`src/rtl/hsl_pkg.sv`:
```
// hsl_pkg: shared types for the hsl to rgb color converter
// no dependencies; imported by rtl/hsl_to_rgb.sv and tb/tb.sv
`timescale 1ns / 1ps
`default_nettype none

package hsl_pkg;

   localparam int NUM_CHANNELS = 3;

   // channel order on the result side
   localparam int CH_RED   = 0;
   localparam int CH_GREEN = 1;
   localparam int CH_BLUE  = 2;

   // piecewise segment of the hue-to-channel rule
   typedef enum logic [1:0] {
      REGION_RAMP_UP,
      REGION_HOLD_Q,
      REGION_RAMP_DOWN,
      REGION_HOLD_P
   } region_type;

endpackage

`default_nettype wire

```
`src/rtl/hsl_to_rgb.sv`:
```
// hsl_to_rgb: pipelined hsl to rgb color converter, top level
// depends on rtl/hsl_pkg.sv for the segment type and channel order
`timescale 1ns / 1ps
`default_nettype none

// Converts one HSL color per clock into RGB, unsigned fixed point with
// FRACTION_BITS fraction bits (hue wraps modulo one turn, saturation,
// lightness and the channels run 0 .. 1.0 and inputs above 1.0 are clamped).
// A request is taken at every clock edge with start high; busy stays low, so
// the block sustains one request per cycle. Each result appears for one
// cycle, flagged by rsp_strobe, and must be taken then. The six register
// stages are: input clamp, the lightness times saturation multiply, q and the
// three channel hues, p and the segment choice, the per-channel ramp multiply,
// and the final round and clamp into the output registers. There is no stored
// state beyond the pipeline.
module hsl_to_rgb #(
   parameter int FRACTION_BITS = 16
) (
   input  logic                     clock,
   input  logic                     reset,
   input  logic                     start,
   output logic                     busy,
   input  logic [FRACTION_BITS-1:0] req_hue,
   input  logic [FRACTION_BITS:0]   req_saturation,
   input  logic [FRACTION_BITS:0]   req_lightness,
   output logic                     rsp_strobe,
   output logic [FRACTION_BITS:0]   rsp_red,
   output logic [FRACTION_BITS:0]   rsp_green,
   output logic [FRACTION_BITS:0]   rsp_blue
);

   import hsl_pkg::*;

   localparam int Fb          = FRACTION_BITS;
   localparam int Latency     = 6;
   localparam int OneInt      = 1 << FRACTION_BITS;
   localparam int HalfInt     = OneInt / 2;
   localparam int ThirdInt    = (OneInt + 1) / 3;
   localparam int TwoThirdInt = (2 * OneInt + 1) / 3;
   localparam int SixthInt    = (OneInt + 3) / 6;
   localparam int ThirdNegInt = OneInt - ThirdInt;

   localparam logic [Fb:0]     One       = OneInt[Fb:0];
   localparam logic [Fb-1:0]   Half      = HalfInt[Fb-1:0];
   localparam logic [Fb-1:0]   Third     = ThirdInt[Fb-1:0];
   localparam logic [Fb-1:0]   ThirdNeg  = ThirdNegInt[Fb-1:0];
   localparam logic [Fb-1:0]   TwoThird  = TwoThirdInt[Fb-1:0];
   localparam logic [Fb-1:0]   Sixth     = SixthInt[Fb-1:0];
   localparam logic [2*Fb+1:0] HalfWide  = {{(Fb + 2){1'b0}}, Half};

   // valid bits
   logic [Latency-1:0] valid_ff;
   logic [Latency-1:0] valid_in;

   // stage 1
   logic [Fb-1:0] s1_hue_ff, s1_hue_in;
   logic [Fb:0]   s1_sat_ff, s1_sat_in;
   logic [Fb:0]   s1_light_ff, s1_light_in;

   // stage 2
   logic [Fb-1:0]   s2_hue_ff, s2_hue_in;
   logic [Fb:0]     s2_sat_ff, s2_sat_in;
   logic [Fb:0]     s2_light_ff, s2_light_in;
   logic [2*Fb+1:0] s2_prod_ff, s2_prod_in;

   // stage 3
   logic [2*Fb+1:0] s3_round;
   logic [Fb:0]     s3_m;
   logic [Fb+1:0]   s3_q_raw;
   logic [Fb:0]     s3_q_ff, s3_q_in;
   logic [Fb:0]     s3_light_ff, s3_light_in;
   logic [Fb-1:0]   s3_hue_ff [NUM_CHANNELS];
   logic [Fb-1:0]   s3_hue_in [NUM_CHANNELS];

   // stage 4
   logic [Fb+1:0]    s4_twol, s4_q_ext, s4_q_dbl, s4_p_diff, s4_d_diff;
   logic [Fb:0]      s4_p_ff, s4_p_in;
   logic [Fb:0]      s4_q_ff, s4_q_in;
   logic [Fb:0]      s4_d_ff, s4_d_in;
   logic [Fb-1:0]    s4_arg [NUM_CHANNELS];
   logic [Fb+2:0]    s4_arg6 [NUM_CHANNELS];
   region_type       s4_region_ff [NUM_CHANNELS];
   region_type       s4_region_in [NUM_CHANNELS];
   logic [Fb:0]      s4_scale_ff [NUM_CHANNELS];
   logic [Fb:0]      s4_scale_in [NUM_CHANNELS];

   // stage 5
   logic [Fb:0]      s5_p_ff, s5_p_in;
   logic [Fb:0]      s5_q_ff, s5_q_in;
   region_type       s5_region_ff [NUM_CHANNELS];
   region_type       s5_region_in [NUM_CHANNELS];
   logic [2*Fb+1:0]  s5_prod_ff [NUM_CHANNELS];
   logic [2*Fb+1:0]  s5_prod_in [NUM_CHANNELS];

   // stage 6
   logic [2*Fb+1:0]  s6_round [NUM_CHANNELS];
   logic [Fb+2:0]    s6_sum [NUM_CHANNELS];
   logic [Fb:0]      rsp_chan_ff [NUM_CHANNELS];
   logic [Fb:0]      rsp_chan_in [NUM_CHANNELS];

   assign busy = 1'b0;
   assign valid_in = {valid_ff[Latency-2:0], start & ~busy};

   // stage 1: clamp to 1.0
   always_comb begin
      s1_hue_in   = req_hue;
      s1_sat_in   = (req_saturation > One) ? One : req_saturation;
      s1_light_in = (req_lightness > One) ? One : req_lightness;
   end

   // stage 2: lightness times saturation
   always_comb begin
      s2_hue_in   = s1_hue_ff;
      s2_sat_in   = s1_sat_ff;
      s2_light_in = s1_light_ff;
      s2_prod_in  = {{(Fb + 1){1'b0}}, s1_light_ff} * {{(Fb + 1){1'b0}}, s1_sat_ff};
   end

   // stage 3: q and the three channel hues
   always_comb begin
      s3_round = s2_prod_ff + HalfWide;
      s3_m     = s3_round[2*Fb:Fb];
      if (s2_light_ff < {1'b0, Half}) begin
         s3_q_raw = {1'b0, s2_light_ff} + {1'b0, s3_m};
      end else begin
         s3_q_raw = {1'b0, s2_light_ff} + {1'b0, s2_sat_ff} - {1'b0, s3_m};
      end
      s3_q_in = (s3_q_raw > {1'b0, One}) ? One : s3_q_raw[Fb:0];
      s3_light_in = s2_light_ff;
      s3_hue_in[CH_RED]   = s2_hue_ff + Third;
      s3_hue_in[CH_GREEN] = s2_hue_ff;
      s3_hue_in[CH_BLUE]  = s2_hue_ff + ThirdNeg;
   end

   // stage 4: p, q - p and segment per channel
   always_comb begin
      s4_twol   = {s3_light_ff, 1'b0};
      s4_q_ext  = {1'b0, s3_q_ff};
      s4_q_dbl  = {s3_q_ff, 1'b0};
      s4_p_diff = s4_twol - s4_q_ext;
      s4_d_diff = s4_q_dbl - s4_twol;
      s4_q_in   = s3_q_ff;
      priority if (s4_twol < s4_q_ext) begin
         s4_p_in = '0;
         s4_d_in = s3_q_ff;
      end else if (s4_twol > s4_q_dbl) begin
         s4_p_in = s3_q_ff;
         s4_d_in = '0;
      end else begin
         s4_p_in = s4_p_diff[Fb:0];
         s4_d_in = s4_d_diff[Fb:0];
      end
      for (int c = 0; c < NUM_CHANNELS; c++) begin
         priority if (s3_hue_ff[c] < Sixth) begin
            s4_region_in[c] = REGION_RAMP_UP;
            s4_arg[c]       = s3_hue_ff[c];
         end else if (s3_hue_ff[c] < Half) begin
            s4_region_in[c] = REGION_HOLD_Q;
            s4_arg[c]       = '0;
         end else if (s3_hue_ff[c] < TwoThird) begin
            s4_region_in[c] = REGION_RAMP_DOWN;
            s4_arg[c]       = TwoThird - s3_hue_ff[c];
         end else begin
            s4_region_in[c] = REGION_HOLD_P;
            s4_arg[c]       = '0;
         end
         s4_arg6[c]     = {1'b0, s4_arg[c], 2'b00} + {2'b00, s4_arg[c], 1'b0};
         s4_scale_in[c] = s4_arg6[c][Fb:0];
      end
   end

   // stage 5: ramp products
   always_comb begin
      s5_p_in = s4_p_ff;
      s5_q_in = s4_q_ff;
      for (int c = 0; c < NUM_CHANNELS; c++) begin
         s5_region_in[c] = s4_region_ff[c];
         s5_prod_in[c]   = {{(Fb + 1){1'b0}}, s4_d_ff} * {{(Fb + 1){1'b0}}, s4_scale_ff[c]};
      end
   end

   // stage 6: round, add p, clamp
   always_comb begin
      for (int c = 0; c < NUM_CHANNELS; c++) begin
         s6_round[c] = s5_prod_ff[c] + HalfWide;
         s6_sum[c]   = {2'b00, s5_p_ff} + {1'b0, s6_round[c][2*Fb+1:Fb]};
         unique case (s5_region_ff[c])
            REGION_RAMP_UP, REGION_RAMP_DOWN: begin
               rsp_chan_in[c] = (s6_sum[c] > {2'b00, One}) ? One : s6_sum[c][Fb:0];
            end
            REGION_HOLD_Q: begin
               rsp_chan_in[c] = s5_q_ff;
            end
            REGION_HOLD_P: begin
               rsp_chan_in[c] = s5_p_ff;
            end
            default: begin
               rsp_chan_in[c] = s5_p_ff;
            end
         endcase
      end
   end

   always_ff @(posedge clock) begin
      if (reset) begin
         valid_ff <= '0;
      end else begin
         valid_ff <= valid_in;
      end
   end

   always_ff @(posedge clock) begin
      s1_hue_ff   <= s1_hue_in;
      s1_sat_ff   <= s1_sat_in;
      s1_light_ff <= s1_light_in;
      s2_hue_ff   <= s2_hue_in;
      s2_sat_ff   <= s2_sat_in;
      s2_light_ff <= s2_light_in;
      s2_prod_ff  <= s2_prod_in;
      s3_q_ff     <= s3_q_in;
      s3_light_ff <= s3_light_in;
      s4_p_ff     <= s4_p_in;
      s4_q_ff     <= s4_q_in;
      s4_d_ff     <= s4_d_in;
      s5_p_ff     <= s5_p_in;
      s5_q_ff     <= s5_q_in;
      for (int c = 0; c < NUM_CHANNELS; c++) begin
         s3_hue_ff[c]    <= s3_hue_in[c];
         s4_region_ff[c] <= s4_region_in[c];
         s4_scale_ff[c]  <= s4_scale_in[c];
         s5_region_ff[c] <= s5_region_in[c];
         s5_prod_ff[c]   <= s5_prod_in[c];
         rsp_chan_ff[c]  <= rsp_chan_in[c];
      end
   end

   assign rsp_strobe = valid_ff[Latency-1];
   assign rsp_red    = rsp_chan_ff[CH_RED];
   assign rsp_green  = rsp_chan_ff[CH_GREEN];
   assign rsp_blue   = rsp_chan_ff[CH_BLUE];

   // every accepted request is followed by a result
   assert property (@(posedge clock) disable iff (reset)
      (start && !busy) |-> ##Latency rsp_strobe)
      else $error("result missing for an accepted request");

   assert property (@(posedge clock) disable iff (reset)
      rsp_strobe |-> $past(start, Latency))
      else $error("result without a request");

   // p never exceeds q once clamped
   assert property (@(posedge clock) disable iff (reset)
      valid_ff[3] |-> (s4_p_ff <= s4_q_ff && s4_q_ff <= One))
      else $error("p above q or q above one");

   // channels stay within 0 .. 1.0
   assert property (@(posedge clock) disable iff (reset)
      rsp_strobe |-> (rsp_red <= One && rsp_green <= One && rsp_blue <= One))
      else $error("channel above one");

   // gray input gives equal channels
   assert property (@(posedge clock) disable iff (reset)
      (start && !busy && req_saturation == '0) |-> ##Latency
         (rsp_red == rsp_green && rsp_green == rsp_blue))
      else $error("gray request gave unequal channels");

endmodule

`default_nettype wire

```
`config.mk`:
```
export PLATFORM = sky130hd
export DESIGN_NAME = hsl_to_rgb
export DESIGN_NICKNAME = d
export VERILOG_FILES = /design/src/rtl/hsl_pkg.sv /design/src/rtl/hsl_to_rgb.sv
export SDC_FILE = /design/constraint.sdc
export NUM_CORES = 2
export LEC_CHECK = 0
export BUFFER_PORTS_ARGS = -buffer_cell sky130_fd_sc_hd__buf_2
export CAP_MARGIN = 20
export CORE_MARGIN = 4
export CORE_UTILIZATION = 30
export CTS_BUF_LIST = sky130_fd_sc_hd__clkbuf_2 sky130_fd_sc_hd__clkbuf_4 sky130_fd_sc_hd__clkbuf_8
export DETAILED_ROUTE_END_ITERATION = 7
export PLACE_DENSITY = 0.52
export REMOVE_ABC_BUFFERS = 1
export SLEW_MARGIN = 5
export SYNTH_ARGS = -nofsm -noshare
export SYNTH_HDL_FRONTEND = slang
export SYNTH_SLANG_ARGS = --single-unit
```
`constraint.sdc`:
```
create_clock -name clock -period 7.5 [get_ports clock]
set_input_delay 0.375 -clock clock [delete_from_list [all_inputs] [get_ports clock]]
set_output_delay 0.375 -clock clock [all_outputs]
set_load 0.01 [all_outputs]
```
# Word-level counts from Yosys, hierarchy flattened
# Memory sizes are Yosys's and may differ from the RTL's.
# Cells that the tools add are included.
# word_totals
ram_bits	264
memories	6
register_bits	258
output_inout_bits	53
in_bits	53
word_cells	106
# memory_table
name	depth	word_bits	rd	rd_clocked_by_memory_dff	write_ports	line	source
s5_prod_ff	3	34	3	0	3	hsl_to_rgb.sv:92	logic [2*Fb+1:0] s5_prod_ff [NUM_CHANNELS];
rsp_chan_ff	3	17	3	0	3	hsl_to_rgb.sv:98	logic [Fb:0] rsp_chan_ff [NUM_CHANNELS];
s4_scale_ff	3	17	3	0	3	hsl_to_rgb.sv:84	logic [Fb:0] s4_scale_ff [NUM_CHANNELS];
s3_hue_ff	3	16	3	0	3	hsl_to_rgb.sv:72	logic [Fb-1:0] s3_hue_ff [NUM_CHANNELS];
s4_region_ff	3	2	3	0	3	hsl_to_rgb.sv:82	region_type s4_region_ff [NUM_CHANNELS];
s5_region_ff	3	2	3	0	3	hsl_to_rgb.sv:90	region_type s5_region_ff [NUM_CHANNELS];
# classes
n_addsub	20
mux	28
multipliers	4
n_lt_le_gt_ge	18
n_eq_ne	9
reduce_logical	6
# ops
operator	count
$pmux 17 s3	3
$mux 16	9
$add 34x16->34 const B	3
$mul 17x17->34	3
$mux 17	6
$lt 16x16->1 const B	6
$add 17x18->19	3
$gt 19x17->1 const B	3
$add 17x17->17	3
$lt 16x14->1 const B	3
$sub 16x16->16 const A	3
$add 17x17->18	2
$gt 17x17->1 const B	2
$sub 17x17->17	2
$add 33x16->33 const B	1
$mul 17x17->33	1
$gt 18x17->1 const B	1
$gt 18x18->1	1
$lt 18x17->1	1
$mux 18	1
$sub 18x17->18	1
$lt 17x16->1 const B	1
$add 16x15->16 const B	1
$add 16x16->16 const B	1
other kinds (6)	24

# Depth between registers and ports, before layout
# An unclocked memory read counts as a cell.
# depth
ltp_word	6
ltp_mapped	25
depth_no_buf	24

# Worst setup path after synthesis
# Ideal clock, no wire load.
# synth_timing
path_type	register to register
start	register s4_d_ff[11]
end	memory s5_prod_ff[0][33] (netlist name)
path_buffers	2
path_stages_with_launch	23
setup_slack_ps	1059
arrival_ps	6368
period_less_slack_ps	6441
setup_ps	72
t_required_ps	7428
cell_sequence	dfxtp_1 -> clkbuf_1 -> clkbuf_1 -> nand2_1 -> fa_1 -> fa_1 -> fa_1 -> inv_1 -> fa_1 -> fa_1 -> inv_1 -> fa_1 -> inv_1 -> ha_1 -> and4_1 -> a221o_1 -> a21o_1 -> a41oi_2 -> a211oi_1 -> or4b_1 -> a31o_2 -> a21oi_1 -> xnor2_1
# synth_rtl
item	line	source
from (decl)	hsl_to_rgb.sv:79	logic [Fb:0] s4_d_ff, s4_d_in;
from (signal assigned)	hsl_to_rgb.sv:224	s4_d_ff <= s4_d_in;
to (decl)	hsl_to_rgb.sv:92	

==> impl_metrics.env <==
export IMPL_fin_skew_ps=41.7
export IMPL_grt_antenna_before_repair=14
export IMPL_htreeDepth=3
export IMPL_fin_crit_ps=7120
export IMPL_synth_edf_count=0
export IMPL_ys_types=83
export IMPL_synth_area_mm2=0.0570
export IMPL_grt_ovfl_total=0
export IMPL_drcViolationCount=0
export IMPL_hold_violations=0
export IMPL_die_x_um=444
export IMPL_clkTransAtPathRegs_ps=70
export IMPL_grt_max_degree=49
export IMPL_ys_ff_latch=458
export IMPL_r2r_cells=21
export IMPL_min_from="req_hue[11]"
export IMPL_drive_above_1_share_pct=7.47
export IMPL_r2r_start="s4_scale_ff[0][19]"
export IMPL_track_usage_pct=16.3
export IMPL_cts_sinks=458
export IMPL_worst_setup_path_start_kind="flip-flop"
export IMPL_period_share_pct=94.9
export IMPL_ios=106
export IMPL_regArea_mm2=0.00918
export IMPL_setup_viol=0
export IMPL_r2r_end="s5_prod_ff[0][67]"
export IMPL_grt_pass1_wl_mm=253
export IMPL_port_buffers=104
export IMPL_gp_congestion=0.840
export IMPL_worstHoldPathType="primary input to flip-flop"
export IMPL_setup_tns_ps=0
export IMPL_synth_top_area_cell="fa_1"
export IMPL_syn_inst=6272
export IMPL_drt_total_wl_mm=160
export IMPL_design_core_area_mm2=0.188
export IMPL_final_antenna_net_count=0
export IMPL_rrSetupSlack_ps=380
export IMPL_max_freq_mhz=140
export IMPL_wl_per_cell_um=17.8
export IMPL_start_util_pct=30.2
export IMPL_dp_hpwl_mm=129
export IMPL_worstPathMaxFanout=17
export IMPL_drt_first_pass_iters=5
export IMPL_synthToLayoutAreaGrowth_pct=11.1
export IMPL_fp_row_count=159
export IMPL_met2_length_mm=71.4
export IMPL_ys_warn_count=0
export IMPL_synth_seq_area_share_pct=16.1
export IMPL_most_common_layout_cells="inv_1 (1133), fa_1 (868), nand2_1 (705), ha_1 (638), and2_1 (550)"
export IMPL_met3_length_mm=7.50
export IMPL_yosys_top_cells_area="fa_1 (30%), dfxtp_1 (16%), ha_1 (14%)"
export IMPL_grt_pass1_vias=43700
export IMPL_wl_met1_mm=75.9
export IMPL_vias_per_cell=4.67
export IMPL_rsz0062_at_grt="false"
export IMPL_drtIter0Drc=2159
export IMPL_post_synth_top_area_fraction_pct=30.5
export IMPL_min_path_cells=2
export IMPL_die_area_mm2=0.197
export IMPL_clk_latency_ps=830
export IMPL_nets=7964
export IMPL_slew_violations=0
export IMPL_placed_area_mm2=0.0607
export IMPL_cp_required_ps=8240
export IMPL_critical_path_class="flip-flop to flip-flop"
export IMPL_die_h_um=444
export IMPL_synth_avg_cell_area_um2=9.09
export IMPL_cts_root_buf="clkbuf_8"
export IMPL_crit_arrival_ps=7860
export IMPL_status="finished clean"
export IMPL_maxCapViolCount=0
export IMPL_post_cts_setup_buffers=0
export IMPL_final_util_pct=33.6
export IMPL_synthArstFlopShare_pct=0
export IMPL_mostFrequentLayoutCell="inv_1"
export IMPL_clockBufferDepth=3
export IMPL_synth_ff_type="dfxtp_1"
export IMPL_cts_tree="yes"
export IMPL_num_vias=42000
export IMPL_tightest_slew_ps=1150
export IMPL_relSlewSlack_pct=22.8
export IMPL_endpoint_kind="flip-flop"
export IMPL_worst_hold_path_endpoint="s1_hue_ff[11]"
export IMPL_final_design_area_no_fill_mm2=0.0633
export IMPL_cts_buffers=90
export IMPL_multi_input_area_mm2=0.0427
export IMPL_top_layer_used="met5"
export IMPL_fillers=19500
-- logic make-up after synthesis --
| kind of cell | after synthesis | synth area share (%) |
|---|---|---|
| AND/OR/NAND/NOR | 1899 | 16.6 |
| adder cells (fa/ha/maj) | 1506 | 44.5 |
| buffers and inverters | 1364 | 9.02 |
| AO/OA/AOI/OAI | 710 | 8.40 |
| flip-flops | 458 | 16.1 |
| XOR/XNOR | 267 | 4.10 |
| multiplexers | 67 | 1.29 |
| other | 1 | 0.00658 |
-- worst max-delay path, cell delays in order (launching register included) --
cell      delay (ps)
dfxtp_1          800
nand2_1          200
fa_1             530
fa_1             510
fa_1             530
inv_1             60
fa_1             490
fa_1             490
inv_1             50
fa_1             470
inv_1             40
ha_1             280
a222oi_1         410
nand3b_1         140
a41oi_1          270
o31ai_1          210
a311oi_2         410
o21ai_1          190
a221oi_2         420
o211ai_1         200
a21oi_1          210
xnor2_1          130
-- through the flow --
stage	instances	hold WS [ps]	setup slack, ps
after detailed placement	8755	312	308
after floorplan	6044	310	835
after global routing	8974	178	34.2
after global placement	8755	311	251
final	8979	213	380
after CTS	8973	111	186
-- per-layer routing --
layer | vias up | track usage (%)
met5 | - | 0
met4 | 2 | 5.23
met3 | 208 | 2.21
met2 | 942 | 26.1
met1 | 20900 | 22.8
li1 | 19900 | -
-- worst max path at each step --
stage                       start                 end  slack, ps  cells past startpoint
6_report       s4_scale_ff[0][19]   s5_prod_ff[0][67]        380                     21
5_1_grt        s4_scale_ff[0][19]   s5_prod_ff[0][67]         30                     21
4_1_cts                s4_d_ff[9]  s5_prod_ff[0][101]        190                     23
3_5_place_dp           s4_d_ff[9]  s5_prod_ff[0][101]        310                     23
3_3_place_gp           s4_d_ff[9]  s5_prod_ff[0][101]        250                     23
2_1_floorplan         s4_d_ff[10]   s5_prod_ff[0][33]        840                     20
-- cell type report --
| class | count | share of cell area (%) |
|---|---|---|
| multi-input combinational | 4453 | 67.4 |
| sequential | 458 | 14.5 |
| inverter | 1133 | 6.72 |
| tap | 2495 | 4.93 |
| timing repair buffer | 269 | 3.13 |
| clock buffer | 126 | 2.59 |
| clock inverter | 39 | 0.697 |
| antenna | 6 | 0.0237 |
-- flip-flops by register name, summed over array words and instances (netlist names), 17 cells and up --
signal	cells
rsp_chan_ff	51
s1_light_ff	17
s1_sat_ff	17
s2_light_ff	17
s2_prod_ff	18
s2_sat_ff	17
s3_hue_ff	47
s3_light_ff	17
s3_q_ff	17
s4_d_ff	17
s4_p_ff	17
s4_q_ff	17
s4_scale_ff	48
s5_p_ff	17
s5_prod_ff	57
s5_q_ff	17
-- synthesized netlist by cell type (14+ instances only) --
master,number
or2_2,15
nand3_1,81
a21oi_1,147
nor3_1,71
nand2b_1,30
nand2_1,705
a22o_1,48
ha_1,638
fa_1,868
a31oi_1,19
nor4_1,18
o21a_1,70
nor2b_1,73
and3_1,43
a211oi_1,33
o21ai_0,161
dfxtp_1,458
xnor2_1,186
xor2_1,81
inv_1,1133
nor2_1,229
mux2i_1,17
o31ai_1,25
mux2_2,50
clkbuf_1,219
and2_1,550
or3_1,14
a21o_1,86
nand4_1,26
-- what timing repair did --
action,CTS,global route
endpoints found under the hold margin,56,0
resized for setup,0,2
hold buffers,53,0
endpoints found under the setup margin,0,5
Power is left out: the tool's default activity adds up to more than one toggle a clock period on the data nets, which glitch-free logic cannot reach.
